`config.mk`:
```
export PLATFORM = sky130hd
export DESIGN_NAME = gprmc_time_date_extractor_core
export DESIGN_NICKNAME = d
export VERILOG_FILES = /design/src/hw/rtl/gprmc_pkg.sv /design/src/hw/rtl/gprmc_time_date_extractor_core.sv
export SDC_FILE = /design/constraint.sdc
export NUM_CORES = 1
export LEC_CHECK = 0
export ABC_AREA = 1
export BUFFER_PORTS_ARGS = -buffer_cell sky130_fd_sc_hd__buf_4
export CAP_MARGIN = 10
export CORE_MARGIN = 2
export CORE_UTILIZATION = 60
export CTS_CLUSTER_DIAMETER = 50
export DETAILED_ROUTE_END_ITERATION = 16
export PLACE_DENSITY = 0.88
export SKIP_LAST_GASP = 1
export SLEW_MARGIN = 5
export SYNTH_ARGS = -nofsm -noshare
export SYNTH_HDL_FRONTEND = slang
export SYNTH_SLANG_ARGS = --single-unit
```
`constraint.sdc`:
```
create_clock -name clk -period 6.8 [get_ports clk]
set_clock_uncertainty 0.2 [all_clocks]
set_input_delay 0.68 -clock clk [delete_from_list [all_inputs] [get_ports clk]]
set_output_delay 0.68 -clock clk [all_outputs]
set_load 0.05 [all_outputs]
```
`src/hw/rtl/gprmc_pkg.sv`:
```
`timescale 1ns / 1ps
// ----------------------------------------------------------------------------
// GPRMC time/date extractor package
// Character codes, field widths and the decoded time/date record.
// ----------------------------------------------------------------------------
package gprmc_pkg;

    localparam int unsigned CHAR_W  = 8;
    localparam int unsigned FIELD_W = 8;
    localparam int unsigned OFF_W   = 4;
    localparam int unsigned NCHARS  = 6;

    // ASCII codes
    localparam logic [CHAR_W-1:0] CH_LF    = 8'd10;
    localparam logic [CHAR_W-1:0] CH_CR    = 8'd13;
    localparam logic [CHAR_W-1:0] CH_COMMA = 8'd44;
    localparam logic [CHAR_W-1:0] CH_A     = 8'd65;
    localparam logic [CHAR_W-1:0] CH_G     = 8'd71;
    localparam logic [CHAR_W-1:0] CH_M     = 8'd77;
    localparam logic [CHAR_W-1:0] CH_P     = 8'd80;
    localparam logic [CHAR_W-1:0] CH_R     = 8'd82;

    // Header match stages; STAGE_IN means inside a sentence
    localparam logic [2:0] STAGE_IDLE = 3'd0;
    localparam logic [2:0] STAGE_IN   = 3'd4;

    // Sentence positions and counters
    localparam int unsigned POS_TIME_FIRST = 6;
    localparam int unsigned POS_STATUS     = 16;
    localparam logic [3:0]  COMMA_DATE     = 4'd9;
    localparam logic [3:0]  COMMA_MAX      = 4'd15;
    localparam logic [2:0]  DATE_DIGITS    = 3'd6;

    // Decoded fields of one sentence
    typedef struct packed {
        logic [FIELD_W-1:0] year;
        logic [FIELD_W-1:0] month;
        logic [FIELD_W-1:0] day;
        logic [FIELD_W-1:0] second;
        logic [FIELD_W-1:0] minute;
        logic [FIELD_W-1:0] hour;
    } datetime_t;

    // Expected header character for a match stage below STAGE_IN
    function automatic logic [CHAR_W-1:0] header_char(input logic [2:0] stage);
        logic [CHAR_W-1:0] ch;
        unique case (stage[1:0])
            2'd0:    ch = CH_G;
            2'd1:    ch = CH_P;
            2'd2:    ch = CH_R;
            default: ch = CH_M;
        endcase
        return ch;
    endfunction

    // (lo - 48) + 10 * (hi - 48), modulo 256; 528 mod 256 is 16
    function automatic logic [FIELD_W-1:0] two_digits(input logic [CHAR_W-1:0] hi,
                                                      input logic [CHAR_W-1:0] lo);
        return lo + {hi[4:0], 3'b000} + {hi[6:0], 1'b0} - 8'd16;
    endfunction

endpackage

```
`src/hw/rtl/gprmc_time_date_extractor_core.sv`:
```
`timescale 1ns / 1ps
// ----------------------------------------------------------------------------
// GPRMC time/date extractor core
// Parses a received character stream, decodes hhmmss and ddmmyy of a GPRMC
// sentence and converts UTC to local time with a day/month/year rollback.
// ----------------------------------------------------------------------------
// Usage:
//   s_*   : one received ASCII character per transfer on s_tdata.
//   m_*   : one time/date record per valid sentence (status 'A'), given once
//           per line, when the sixth date character is taken. m_tuser holds
//           the time and date validity flags.
//   cfg_* : writes hours_behind_utc (low 4 bits); cfg_ready is always high.
// Throughput: one character per cycle while s_tready is high. Each character
//   updates the parse state in the cycle it is taken; a record then goes
//   through a decode register and the rollback logic into the output
//   register, which drives m_tvalid.
// Reset: the parse state clears, hours_behind_utc returns to 5, no record is
//   pending. A CR LF pair clears the parse state as well.
// Stall: while m_tready is low the output register holds its record; the
//   decode register still takes one more record, and s_tready drops only
//   when both hold a record.
// ----------------------------------------------------------------------------
module gprmc_time_date_extractor_core #(
    parameter int unsigned LINE_MAX = 256
) (
    input  logic        clk,
    input  logic        rst_n,
    // received characters: [7:0] rx_byte
    input  logic        s_tvalid,
    output logic        s_tready,
    input  logic [7:0]  s_tdata,
    // records: [7:0] hour, [15:8] minute, [23:16] second, [31:24] day,
    //          [39:32] month, [47:40] year
    output logic        m_tvalid,
    input  logic        m_tready,
    output logic [47:0] m_tdata,
    // flags: [0] time_ok, [1] date_ok
    output logic [1:0]  m_tuser,
    // configuration: [3:0] hours_behind_utc
    input  logic        cfg_valid,
    output logic        cfg_ready,
    input  logic [3:0]  cfg_data
);

    localparam int unsigned POS_W = $clog2(LINE_MAX);
    localparam logic [POS_W-1:0] POS_LAST = POS_W'(LINE_MAX - 1);

    localparam int unsigned CW = gprmc_pkg::CHAR_W;
    localparam int unsigned FW = gprmc_pkg::FIELD_W;

    // Parse state
    logic [2:0]       stage_reg, stage_next;
    logic [POS_W-1:0] pos_reg, pos_next;
    logic [3:0]       comma_reg, comma_next;
    logic [2:0]       ddc_reg, ddc_next;
    logic [CW-1:0]    time_reg [gprmc_pkg::NCHARS];
    logic [CW-1:0]    time_next [gprmc_pkg::NCHARS];
    logic [CW-1:0]    date_reg [gprmc_pkg::NCHARS];
    logic [CW-1:0]    date_next [gprmc_pkg::NCHARS];
    logic             status_reg, status_next;
    logic             taken_reg, taken_next;
    logic             cr_reg, cr_next;
    logic             emit;

    // Configuration
    logic [gprmc_pkg::OFF_W-1:0] offset_reg;

    // Decode stage and output register
    logic                  mid_valid_reg;
    gprmc_pkg::datetime_t  mid_reg;
    logic                  out_valid_reg;
    gprmc_pkg::datetime_t  out_reg;
    logic [1:0]            flags_reg;

    logic in_xfer, out_load, mid_load;
    gprmc_pkg::datetime_t dec, local_dt;
    logic [1:0] local_flags;

    // Handshakes
    assign out_load  = !out_valid_reg || m_tready;
    assign s_tready  = !mid_valid_reg || out_load;
    assign in_xfer   = s_tvalid && s_tready;
    assign mid_load  = in_xfer && emit;
    assign cfg_ready = 1'b1;

    // Parse one character
    always_comb
    begin
        stage_next  = stage_reg;
        pos_next    = pos_reg;
        comma_next  = comma_reg;
        ddc_next    = ddc_reg;
        time_next   = time_reg;
        date_next   = date_reg;
        status_next = status_reg;
        taken_next  = taken_reg;
        cr_next     = cr_reg;
        emit        = 1'b0;

        if (cr_reg && s_tdata == gprmc_pkg::CH_LF)
        begin
            // line end: clear everything
            stage_next  = gprmc_pkg::STAGE_IDLE;
            pos_next    = '0;
            comma_next  = '0;
            ddc_next    = '0;
            for (int i = 0; i < gprmc_pkg::NCHARS; i++)
            begin
                time_next[i] = '0;
                date_next[i] = '0;
            end
            status_next = 1'b0;
            taken_next  = 1'b0;
            cr_next     = 1'b0;
        end
        else
        begin
            cr_next = (s_tdata == gprmc_pkg::CH_CR);
            if (stage_reg != gprmc_pkg::STAGE_IN)
            begin
                // header search
                if (s_tdata == gprmc_pkg::header_char(stage_reg))
                begin
                    stage_next = stage_reg + 3'd1;
                    pos_next   = POS_W'(stage_reg);
                end
                else
                begin
                    stage_next = (s_tdata == gprmc_pkg::CH_G) ? 3'd1 : gprmc_pkg::STAGE_IDLE;
                    pos_next   = '0;
                end
            end
            else if (pos_reg < POS_LAST)
            begin
                pos_next = pos_reg + POS_W'(1);
                // capture time characters
                for (int i = 0; i < gprmc_pkg::NCHARS; i++)
                begin
                    if (pos_next == POS_W'(gprmc_pkg::POS_TIME_FIRST + i))
                        time_next[i] = s_tdata;
                end
                if (pos_next == POS_W'(gprmc_pkg::POS_STATUS))
                    status_next = (s_tdata == gprmc_pkg::CH_A);
                // capture date characters after the ninth comma
                if (comma_reg >= gprmc_pkg::COMMA_DATE && ddc_reg < gprmc_pkg::DATE_DIGITS)
                begin
                    for (int i = 0; i < gprmc_pkg::NCHARS; i++)
                    begin
                        if (ddc_reg == 3'(i))
                            date_next[i] = s_tdata;
                    end
                    ddc_next = ddc_reg + 3'd1;
                    if (ddc_next == gprmc_pkg::DATE_DIGITS && status_next && !taken_reg)
                    begin
                        taken_next = 1'b1;
                        emit       = 1'b1;
                    end
                end
                if (s_tdata == gprmc_pkg::CH_COMMA && comma_reg < gprmc_pkg::COMMA_MAX)
                    comma_next = comma_reg + 4'd1;
            end
        end
    end

    // Decode the six two-digit fields from the updated characters
    always_comb
    begin
        dec.hour   = gprmc_pkg::two_digits(time_next[0], time_next[1]);
        dec.minute = gprmc_pkg::two_digits(time_next[2], time_next[3]);
        dec.second = gprmc_pkg::two_digits(time_next[4], time_next[5]);
        dec.day    = gprmc_pkg::two_digits(date_next[0], date_next[1]);
        dec.month  = gprmc_pkg::two_digits(date_next[2], date_next[3]);
        dec.year   = gprmc_pkg::two_digits(date_next[4], date_next[5]);
    end

    // Local time and date rollback
    always_comb
    begin
        logic [FW-1:0] off8;
        logic [8:0]    y99;
        logic [FW-1:0] prev_month;

        off8       = FW'(offset_reg);
        local_dt   = mid_reg;
        y99        = {1'b0, mid_reg.year} + 9'd99;
        prev_month = mid_reg.month - 8'd1;

        if (mid_reg.hour < off8)
        begin
            local_dt.hour = mid_reg.hour + 8'd24 - off8;
            if (mid_reg.day == 8'd1)
            begin
                priority if (mid_reg.month == 8'd1)
                begin
                    // year + 99 is below 400: subtract 100 up to three times
                    if (y99 >= 9'd300)
                        local_dt.year = FW'(y99 - 9'd300);
                    else if (y99 >= 9'd200)
                        local_dt.year = FW'(y99 - 9'd200);
                    else if (y99 >= 9'd100)
                        local_dt.year = FW'(y99 - 9'd100);
                    else
                        local_dt.year = FW'(y99);
                    local_dt.month = 8'd12;
                    local_dt.day   = 8'd31;
                end
                else if (mid_reg.month == 8'd3)
                begin
                    local_dt.month = 8'd2;
                    local_dt.day   = 8'd28;
                end
                else
                begin
                    local_dt.month = prev_month;
                    local_dt.day   = (prev_month == 8'd4 || prev_month == 8'd6 ||
                                      prev_month == 8'd9 || prev_month == 8'd11)
                                     ? 8'd30 : 8'd31;
                end
            end
            else
            begin
                local_dt.day = mid_reg.day - 8'd1;
            end
        end
        else
        begin
            local_dt.hour = mid_reg.hour - off8;
        end

        local_flags[0] = (local_dt.hour < 8'd24) && (local_dt.minute < 8'd60)
                         && (local_dt.second < 8'd60);
        local_flags[1] = (local_dt.day < 8'd32) && (local_dt.month < 8'd13);
    end

    // Parse state and configuration registers
    always_ff @(posedge clk or negedge rst_n)
    begin
        if (!rst_n)
        begin
            stage_reg  <= gprmc_pkg::STAGE_IDLE;
            pos_reg    <= '0;
            comma_reg  <= '0;
            ddc_reg    <= '0;
            for (int i = 0; i < gprmc_pkg::NCHARS; i++)
            begin
                time_reg[i] <= '0;
                date_reg[i] <= '0;
            end
            status_reg <= 1'b0;
            taken_reg  <= 1'b0;
            cr_reg     <= 1'b0;
            offset_reg <= 4'd5;
        end
        else
        begin
            if (in_xfer)
            begin
                stage_reg  <= stage_next;
                pos_reg    <= pos_next;
                comma_reg  <= comma_next;
                ddc_reg    <= ddc_next;
                time_reg   <= time_next;
                date_reg   <= date_next;
                status_reg <= status_next;
                taken_reg  <= taken_next;
                cr_reg     <= cr_next;
            end
            if (cfg_valid && cfg_ready)
                offset_reg <= cfg_data;
        end
    end

    // Decode register and output register valid flags
    always_ff @(posedge clk or negedge rst_n)
    begin
        if (!rst_n)
        begin
            mid_valid_reg <= 1'b0;
            out_valid_reg <= 1'b0;
        end
        else
        begin
            if (out_load)
                out_valid_reg <= mid_valid_reg;
            if (mid_load)
                mid_valid_reg <= 1'b1;
            else if (out_load)
                mid_valid_reg <= 1'b0;
        end
    end

    // Record payloads
    always_ff @(posedge clk)
    begin
        if (mid_load)
            mid_reg <= dec;
        if (out_load && mid_valid_reg)
        begin
            out_reg   <= local_dt;
            flags_reg <= local_flags;
        end
    end

    assign m_tvalid = out_valid_reg;
    assign m_tdata  = out_reg;
    assign m_tuser  = flags_reg;

endmodule
```
Word-level counts from Yosys, hierarchy flattened --
Index checks and enable logic that the tools add are counted.
Word-level totals: output and inout port bits 53, register bits after elaboration 215, logic and storage cells 212
Operators by class: order comparisons 13, reductions and logical operators 34, multiplexer cells 69, add/sub/neg operators 31, equal/unequal tests 30
Operators with widths (number):
- 47-bit two-way mux | 7
- 8-bit two-way mux | 21
- 8-bit adder | 12
- 8-bit by 4-bit equality test with 1-bit output, second input constant | 8
- 16-bit two-way mux | 3
- 8-bit by 5-bit subtractor with 8-bit output, second input constant | 6
- 8-bit by 3-bit equality test with 1-bit output, second input constant | 4
- 8-bit by 6-bit less-than comparator with 1-bit output, second input constant | 3
- 24-bit two-way mux | 1
- 3-bit two-way mux | 8
- 1-bit two-way mux | 22
- 8-bit by 1-bit equality test with 1-bit output, second input constant | 2
- 8-bit by 7-bit equality test with 1-bit output, second input constant | 2
- 4-bit two-way mux | 4
- 8-bit by 1-bit subtractor with 8-bit output, second input constant | 2
- 8-bit by 4-bit subtractor with 8-bit output | 2
- 5-bit one-hot mux with 3 select lines | 1
- 7-bit two-way mux | 2
- 2-bit nonzero test | 6
- 1-bit logical AND | 11
- 8-bit by 7-bit adder with 9-bit output, second input constant | 1
- 3-bit equality test, second input constant | 3
- 9-bit by 7-bit greater-or-equal comparator with 1-bit output, second input constant | 1
- 9-bit by 8-bit greater-or-equal comparator with 1-bit output, second input constant | 1
- other kinds (34) | 44

Logic depth before layout (Yosys ltp) --
Gate-level depths: netlist (run 1).
word-level depth 15, depth in mapped cells 27

Least setup slack after synthesis (run 1) --
No wires, ideal clock.
path type input -> register, from input m_tready, to register mid_reg, in the netlist local_dt[10], enable pin, setup slack 2.015 ns, path buffers 0, arrival time 4.131 ns, cell stages on the path 8, path through inv_1 -> nand3_1 -> nand2_1 -> nor2_1 -> inv_1 -> nor2_1 -> inv_1 -> nor2_1
On the way: word-level cells in the longest chain between the ends 4
RTL lines:
- start: declaration | line gprmc_time_date_extractor_core.sv:35 | input logic m_tready,
- 1-bit logical OR | line gprmc_time_date_extractor_core.sv:80 | assign out_load = !out_valid_reg || m_tready;
- 1-bit logical OR | line gprmc_time_date_extractor_core.sv:81 | assign s_tready = !mid_valid_reg || out_load;
- named net s_tready | line gprmc_time_date_extractor_core.sv:30 | output logic s_tready,
- 1-bit logical AND | line gprmc_time_date_extractor_core.sv:82 | assign in_xfer = s_tvalid && s_tready;
- 1-bit logical AND | line gprmc_time_date_extractor_core.sv:83 | assign mid_load = in_xfer && emit;
- named net mid_load | line gprmc_time_date_extractor_core.sv:75 | logic in_xfer, out_load, mid_load;
- end signal: assignment | line gprmc_time_date_extractor_core.sv:296 | mid_reg <= dec;
- end: declaration | line gprmc_time_date_extractor_core.sv:70 | gprmc_pkg::datetime_t mid_reg;
The timed path passes the listed nets, and every way through them passes these cells. A chain may end at the register's enable or synchronous reset.

==> implementation parameters, run 1 <==
Parameter                              Value

Run status
  Status ... finished, violations left
  Violations in the final reports ... negative hold slack

Setup path
  Reg2Reg Capture Point ... local_dt[23]
  End of the critical path ... local_dt[23]
  Internal reg-to-reg setup slack ... 1.67 ns
  Category of cells accounting for the largest share of critical-path delay ... adder cells
  Kind of end point of the critical path ... flop
  Critical Setup Path Class ... reg -> reg
  Number of buffers and inverters on the critical path ... 4
  R2r worst-path depth ... 21
  Maximum net fanout on the critical path ... 13
  Max stage delay on crit path ... 0.54 ns
  Data required, critical path ... 6.87 ns
  Most common cell type on the critical path ... nand2_1
  Sequence of cells on the critical path ... ha_1 -> nand3_2 -> xor2_1 -> nor2_4 -> nand3_1 -> o21ai_0 -> a21oi_1 -> fa_1 -> fa_1 -> inv_1 -> fa_1 -> inv_1 -> a31oi_1 -> inv_1 -> nand4_1 -> nand2_1 -> inv_1 -> nand2_1 -> nand2_1 -> nand2_1 -> nand2_1
  CP max-delay cell ... fa_1
  Critical path arrival ... 5.20 ns
  Origin of the worst setup path ... pos_reg[0]
  Instance count on the critical path ... 21
  Launching element type of the critical path ... flop
  Startpoint of the worst register-to-register path ... pos_reg[0]

Power
  Switching Power ... 979 uW
  PnR Total Power ... 3.57 mW
  Switching power as a share of total power ... ~27%
  Power share of the sequential group ... 41.0%
  Internal power ... 2.59 mW
  Ratio of total power to cell area ... 230 nW/um2
  Worst voltage drop across the vdd grid ... ~0.0002 V
  Clock share of power ... 40.9%
  Proportion of power drawn by combinational gates ... 18.0%
  Leakage power of the design ... 7.25 nW

Layout
  Utilization after layout ... 68.6%
  Number of flip-flops in the largest register ... 48
  Combined area of the multi-input logic cells ... 6830 um2
  Filler Cells Inserted ... 1666
  Share of post-route cells with drive strength above 1 ... 11.6%
  Antenna fix cells ... 0
  Post-layout net count ... about 1.8k
  Sequential cell area ... 5870 um2
  Area added between synthesis and finish ... 11.9%

Routing
  Total length of routed wires ... 31600 um
  Average via count per standard cell ... around 5.7
  Detailed Route Iter0 Violations ... approximately 1.1k
  Remaining DRCs ... 0
  First-pass detailed-route iteration total ... 6
  Final antenna-violating net count ... 0
  Avg WL per Cell ... between 15 and 20 um
  Count of vias placed by the detailed router ... 11.3k

Synth
  Post-synthesis average cell area ... around 8.7 um2
  Yosys Warn Count ... 0
  Post-synth net total ... 1762
  Post-synth top area share ... between 20% and 30%
  Share of synthesized area occupied by flip-flops and latches ... roughly 42%
  Most area-hungry cell type in the Yosys netlist ... edfxtp_1
  FFs w/ async S/R, synth ... 54.4%
  Count of flip-flops with a built-in enable after synthesis ... 98
  #FFs+latches synth ... 215
  Top area cells in the synthesized netlist ... edfxtp_1 (21%), dfrtp_1 (21%), ha_1 (10%), nand2_1 (8.1%), inv_1 (6.5%)
  Most repeated cell in the gate-level netlist after synthesis ... nand2_1
  Post-synthesis cell count ... 1598
  Number of different library cells in the post-synthesis netlist ... between 50 and 60
  Main flop type after synthesis ... dfrtp_1
  Top cell types by occurrence after synthesis ... nand2_1 (298), inv_1 (242), o21ai_0 (178), dfrtp_1 (115), ha_1 (113)
  Cell area after synthesis ... 13900 um2

GRT
  Number of antenna violations at the first check in global routing ... 0
  Overall overflow remaining after global route ... 0
  GR Util All Layers ... 25.8%
  Vias in the first global route ... 11.0k
  Largest net degree at the start of global routing ... between 100 and 150
  First-pass GRT wire length ... 50900 um

Die
  Total die area ... 24400 um2
  Die Span Y ... 156 um
  Die boundary width ... 156 um
  Number of primary I/O pins ... 70
  Floorplan core area ... 22600 um2
  Starting density of the core ... about three fifths
  Number of placement rows ... 55

CTS
  Number of buffers added to fix hold violations after cts ... 0
  Number of buffers inserted to repair setup after CTS ... 0
  Clock edge transition at the registers on the reported setup and hold paths ... 0.06 ns
  Inserted Clock Buffers ... 27
  Master cell of the clock root buffer ... clkbuf_16
  Clk_lat worst skew ... roughly 0.53 ns
  Count of instances resized after the clock tree is built ... 0
  Number of buffers on the longest clock path ... 3
  Clock sink count ... 215
  H-tree depth reported by CTS ... 1
  CTS tree ... done

Timing
  RSZ-0062 raised after global routing ... false
  Final setup TNS ... 0 ns
  Hold Vio Cnt, Final ... 1
  Final setup margin ... roughly 1.7 ns
  Share of the clock period used by the worst path after layout ... between 70% and 80%
  Slew @ Worst Pin ... approximately 1.1 ns
  Fmax ... 195 MHz
  Rel. slew slack ... 27.4%
  Number of max-slew violations in the final report ... 0
  Hold Slack ... -0.00387 ns
  Setup Viol. Count Final ... 0
  Min cycle time layout ... about 5.1 ns

Place
  Post-DP HPWL ... 21300 um
  Total of buffers placed on input and output ports ... 68
  Post-placement setup slack ... 1.70 ns
  GPL Wtd Cong ... 0.864

Job
  Max-Cap Viols ... 0

Worst hold path
  Hold Crit Class ... in -> async
logic make-up (layout without fill, tap and decap cells):
kind of cell	after synthesis	count (layout)	synth area share [%]
and+or+nand+nor	562	562	18.4
AOI/OAI and AO/OA	307	307	11.8
buffers and inverters	307	384	8.63
DFF	215	215	42.3
adders and majority gates	147	147	15.1
xor gates and xnor gates	57	57	3.60
muxes	2	2	0.162
other	1	1	0.0270
power groups by stage:
stage	Clock (mW)	Combinational [mW]	Sequential (mW)
global route	1.53	0.725	1.47
finish	1.46	0.644	1.46
floorplan	0	0.460	1.48
CTS	1.48	0.638	1.46
detailed placement	0	0.618	1.49
global placement	0	0.577	1.49
cells in the final DEF, fill, tap and decap left out, types with 5 or more instances in the layout:
master     instances
o21ai_1           22
inv_1            242
a31oi_1            5
xor2_1            38
nor2_1            97
clkbuf_16         27
inv_2             15
edfxtp_1          98
nand2_1          296
nor3_1            18
o21ai_0          178
xnor2_1           19
buf_4             73
nand3_1           69
o211ai_1          13
o22ai_1            9
nor2_2             8
clkinv_2           8
nand2_2           17
fa_1              34
a21oi_1           64
ha_1             113
dfrtp_1          115
nand4_1           19
nand3_2            7
nor4_1             9
nor2_4             5
layout make-up:
type | count | area share [%]
Timing Repair Buffer | 74 | 3.66
Multi-Input combinational cell | 1076 | 44.0
Sequential cell | 215 | 37.8
Clock inverter | 19 | 1.40
Clock buffer | 30 | 4.55
Tap cell | 285 | 2.30
Inverter | 261 | 6.31
worst min path at each step:
stage,cells after the start,end,slack (ns),from
floorplan,0,comma_reg[0],0.18,rst_n
global placement,0,m_tdata[9],0.20,local_dt[9]
detailed placement,0,m_tdata[9],0.21,local_dt[9]
CTS,1,date_reg[39],0.02,rst_n
global route,1,time_reg[14],0.04,rst_n
finish,1,time_reg[14],-0.004,rst_n
layer usage:
layer / up-vias / wire [um] / share of wire, % / GRT usage [%]
li1: 5367 / - / - / -
met1: 5306 / 12700 / 40 / 32.5
met2: 485 / 15200 / 48 / 43.5
met3: 105 / 2450 / 7.8 / 4.86
met4: 0 / 1250 / 4.0 / 11.4
met5: - / 0 / 0 / 0
stage by stage:
stage               std cells  instance area (um2)
global route             1960                15500
CTS                      1959                15500
floorplan                1598                13900
detailed placement       1910                14600
global placement         1910                14600
finish                   1960                15500
worst register-to-register path, delay by kind of cell (launching register included):
kind / cells / cell delay [ns]
simple gates: 9 / 1.47
flops: 1 / 0.45
compound gates: 3 / 0.54
xor+xnor: 1 / 0.21
buf+inv: 4 / 0.27
fa+ha+maj: 4 / 1.72
(Power assumes the default switching activity.)
==> inputs of run 2 (changes only) <==
--- a/config.mk
+++ b/config.mk
@@ -9,7 +9,7 @@
 export BUFFER_PORTS_ARGS = -buffer_cell sky130_fd_sc_hd__buf_4
 export CAP_MARGIN = 10
 export CORE_MARGIN = 2
-export CORE_UTILIZATION = 60
+export CORE_UTILIZATION = 57
 export CTS_CLUSTER_DIAMETER = 50
 export DETAILED_ROUTE_END_ITERATION = 16
 export PLACE_DENSITY = 0.88
==> constraint.sdc (replaced) <==
create_clock -name clk -period 4.4 [get_ports clk]
set_clock_uncertainty 0.2 [all_clocks]
set_input_delay 0.44 -clock clk [delete_from_list [all_inputs] [get_ports clk]]
set_output_delay 0.44 -clock clk [all_outputs]
set_load 0.05 [all_outputs]
==> run 2 against run 1 <==
- the flow finishes with violations (negative setup slack)
- non-clock buffer count rose by 66
- worst hold slack improved by 0.034 ns
- sequential power rose by 55%
- clock power rose by 36%
- final area rose by 5.5%
- clock-buffer cell count rose by 1
==> implementation parameters, run 2 (synthesized netlist as in run 1, its figures left out) <==
Parameter                              Value

Setup path
  Launching element type of the critical path ... flop
  Most common cell type on the critical path ... nand2_1
  Kind of end point of the critical path ... flop
  Critical path arrival ... 4.52 ns (-0.68 ns)
  CP max-delay cell ... fa_1
  Critical Setup Path Class ... reg -> reg
  Max stage delay on crit path ... 0.54 ns (about the same)
  Number of buffers and inverters on the critical path ... 4 (unchanged)
  Category of cells accounting for the largest share of critical-path delay ... adder cells
  Maximum net fanout on the critical path ... 10 (-3)
  Data required, critical path ... 4.50 ns (-2.37 ns)
  Sequence of cells on the critical path ... ha_4 -> nand3_4 -> nor2_1 -> nand2_1 -> nand2_2 -> nor2_8 -> buf_8 -> nand3_4 -> inv_4 -> a21oi_1 -> o21ai_0 -> ha_1 -> inv_1 -> fa_1 -> ha_2 -> a21o_1 -> a31oi_4 -> inv_1 -> nand4_1 -> nand2_1 -> nand3_1 -> nand2_1 -> nand2_1 -> nand2_1

Timing
  Hold Vio Cnt, Final ... 0 (-1)
  RSZ-0062 raised after global routing ... true
  Rel. slew slack ... 23.8% (-3.6 points)
  Fmax ... 226 MHz (+16%)
  Final setup margin ... -0.0277 ns (-1.70 ns)
  Setup Viol. Count Final ... 1 (+1)
  Min cycle time layout ... 4.43 ns (-0.699 ns)
  Slew @ Worst Pin ... 1.14 ns (+0.0532 ns)
  Number of max-slew violations in the final report ... 0 (unchanged)
  Share of the clock period used by the worst path after layout ... 101% (+25 points)

Routing
  Detailed Route Iter0 Violations ... 1400 (+22%)
  Remaining DRCs ... 0 (unchanged)
  Average via count per standard cell ... 5.73 (-0.34%)
  DR top layer ... met4
  Wire length the detailed router placed on met1 ... 13400 um (+5.8%)
  Avg WL per Cell ... 16.6 um (+3.3%)
  Routed length on met3 ... 2890 um (+18%)
  Final antenna-violating net count ... 0 (unchanged)
  Count of vias placed by the detailed router ... 11.8k (+4.9%)
  Total met2 wirelength after detailed routing ... 16500 um (+8.8%)
  First-pass detailed-route iteration total ... 6 (unchanged)
  Total length of routed wires ... 34300 um (+8.8%)

CTS
  CTS tree ... done
  Master cell of the clock root buffer ... clkbuf_16
  H-tree depth reported by CTS ... 1 (unchanged)
  Number of buffers on the longest clock path ... 3 (unchanged)
  Inserted Clock Buffers ... 25 (-7.4%)
  Clock edge transition at the registers on the reported setup and hold paths ... 0.06 ns (about the same)
  Clk_lat worst skew ... 0.53 ns (about the same)
  Clock sink count ... 215 (unchanged)

GRT
  Number of antenna violations at the first check in global routing ... 0 (unchanged)
  Vias in the first global route ... 10.9k (-1.2%)
  GR Util All Layers ... 24.4% (-1.4 points)
  Largest net degree at the start of global routing ... 108 (-0.92%)
  First-pass GRT wire length ... 51600 um (+1.5%)
  Overall overflow remaining after global route ... 0 (unchanged)

Layout
  Number of flip-flops in the largest register ... 48 (unchanged)
  Area added between synthesis and finish ... 18.1%
  Share of post-route cells with drive strength above 1 ... 18.0% (+6.4 points)
  Antenna fix cells ... 0 (unchanged)
  Most common cell after layout, fill and taps aside ... nand2_1
  Post-layout net count ... 1884 (+3.6%)
  Commonest non-fill, non-tap cells in the layout ... nand2_1 (292), inv_1 (233), o21ai_0 (167)

Run status
  Status ... finished, violations left
  Violations in the final reports ... negative setup slack

Die
  Floorplan core area ... 24100 um2 (+6.5%)
  Die boundary width ... 160 um (+2.5%)
  Starting density of the core ... 57.6% (-3.7 points)
  Number of placement rows ... 57 (+3.6%)
  Die Span Y ... 160 um (+2.5%)
  Total die area ... 25600 um2 (+5.1%)
  Number of primary I/O pins ... 70 (unchanged)

Place
  Total of buffers placed on input and output ports ... 68 (unchanged)
  GPL Wtd Cong ... 0.914 (+5.8%)
  Post-DP HPWL ... 22200 um (+4.6%)
  Post-placement setup slack ... -0.148 ns (-1.85 ns)

Job
  Max-Cap Viols ... 0 (unchanged)

Power
  Leakage power of the design ... 7.56 nW (+4.3%)
  PnR Total Power ... 5.39 mW (+51%)
  Ratio of total power to cell area ... 329 nW/um2 (+43%)
  Worst voltage drop across the vdd grid ... 0.000257 V (+31%)

Worst hold path
  Hold Crit Class ... in -> reg
run 2: cell types whose count changed in the layout (fill, tap and decap cells not counted), sizes merged, moves of 2 or more:
cell,change
buf,+60
dlygate4sd3,+6
bufinv,-3
inv,+3
clkinv,-2
clkinvlp,-2
run 2: per-layer routing:
metal  up-vias  track usage (%)
met4         0             8.31
met2       653             41.6
met1      5514             31.9
li1       5508                -
met3       139             3.79
met5         -                0
run 2: worst register-to-register path, stage by stage, from the launching register on:
cell and delay, ns:
dfrtp_1 0.42, ha_4 0.19, nand3_4 0.09, nor2_1 0.13, nand2_1 0.09, nand2_2 0.14, nor2_8 0.08, buf_8 0.14
nand3_4 0.15, inv_4 0.08, a21oi_1 0.20, o21ai_0 0.19, ha_1 0.32, inv_1 0.05, fa_1 0.54, ha_2 0.32
a21o_1 0.20, a31oi_4 0.17, inv_1 0.06, nand4_1 0.08, nand2_1 0.08, nand3_1 0.09, nand2_1 0.08, nand2_1 0.08
nand2_1 0.05
run 2: what timing repair did:
item                                   in CTS  in global routing
setup buffers                               4                 18
endpoints found under the hold margin      56                  0
pin swaps                                   3                 27
setup endpoints to repair                   3                  7
cloned                                      0                  1
hold buffers                                6                  0
gates resized for setup                     8                 99
run 2: cell type report:
type | count | area, um2
Clock buffer | 31 | 678
Clock inverter | 15 | 114
Fill cell | 1678 | 7710
Inverter | 261 | 992
Multi-Input combinational cell | 1077 | 7190
Sequential cell | 215 | 5880
Tap cell | 324 | 405
Timing Repair Buffer | 140 | 1130
run 2: path summary, 6_finish.rpt:
check	startpoint	to	slack, ns	cells past startpoint
max	pos_reg[0]	local_dt[15]	-0.03	24
min	m_tready	m_tvalid	0.03	4
max reg2reg	pos_reg[0]	local_dt[15]	-0.03	24
min reg2reg	local_dt[9]	m_tdata[9]	0.22	0
max in group asynchronous	rst_n	date_reg[16]	2.86	3
min in group asynchronous	rst_n	time_reg[14]	0.30	2
run 2: where the power goes:
part / switching, mW / leakage, nW / internal, mW
combinational: 0.678 / 4.75 / 0.459
clock: 0.832 / 0.393 / 1.16
sequential: 0.0299 / 2.42 / 2.23
run 2: stage by stage:
step	cells	utilization (%)	TNS (ns)	area, um2	hold slack [ns]
2_1_floorplan	1598	-	0	13900	-0.0556
3_3_place_gp	1988	62.1	0	15000	0.205
3_5_place_dp	1988	62.1	-0.198	15000	0.205
4_1_cts	2044	65.9	-0.0557	15900	0.0255
5_1_grt	2063	68.0	-0.614	16400	0.0437
6_report	2063	68.0	-0.0277	16400	0.0298
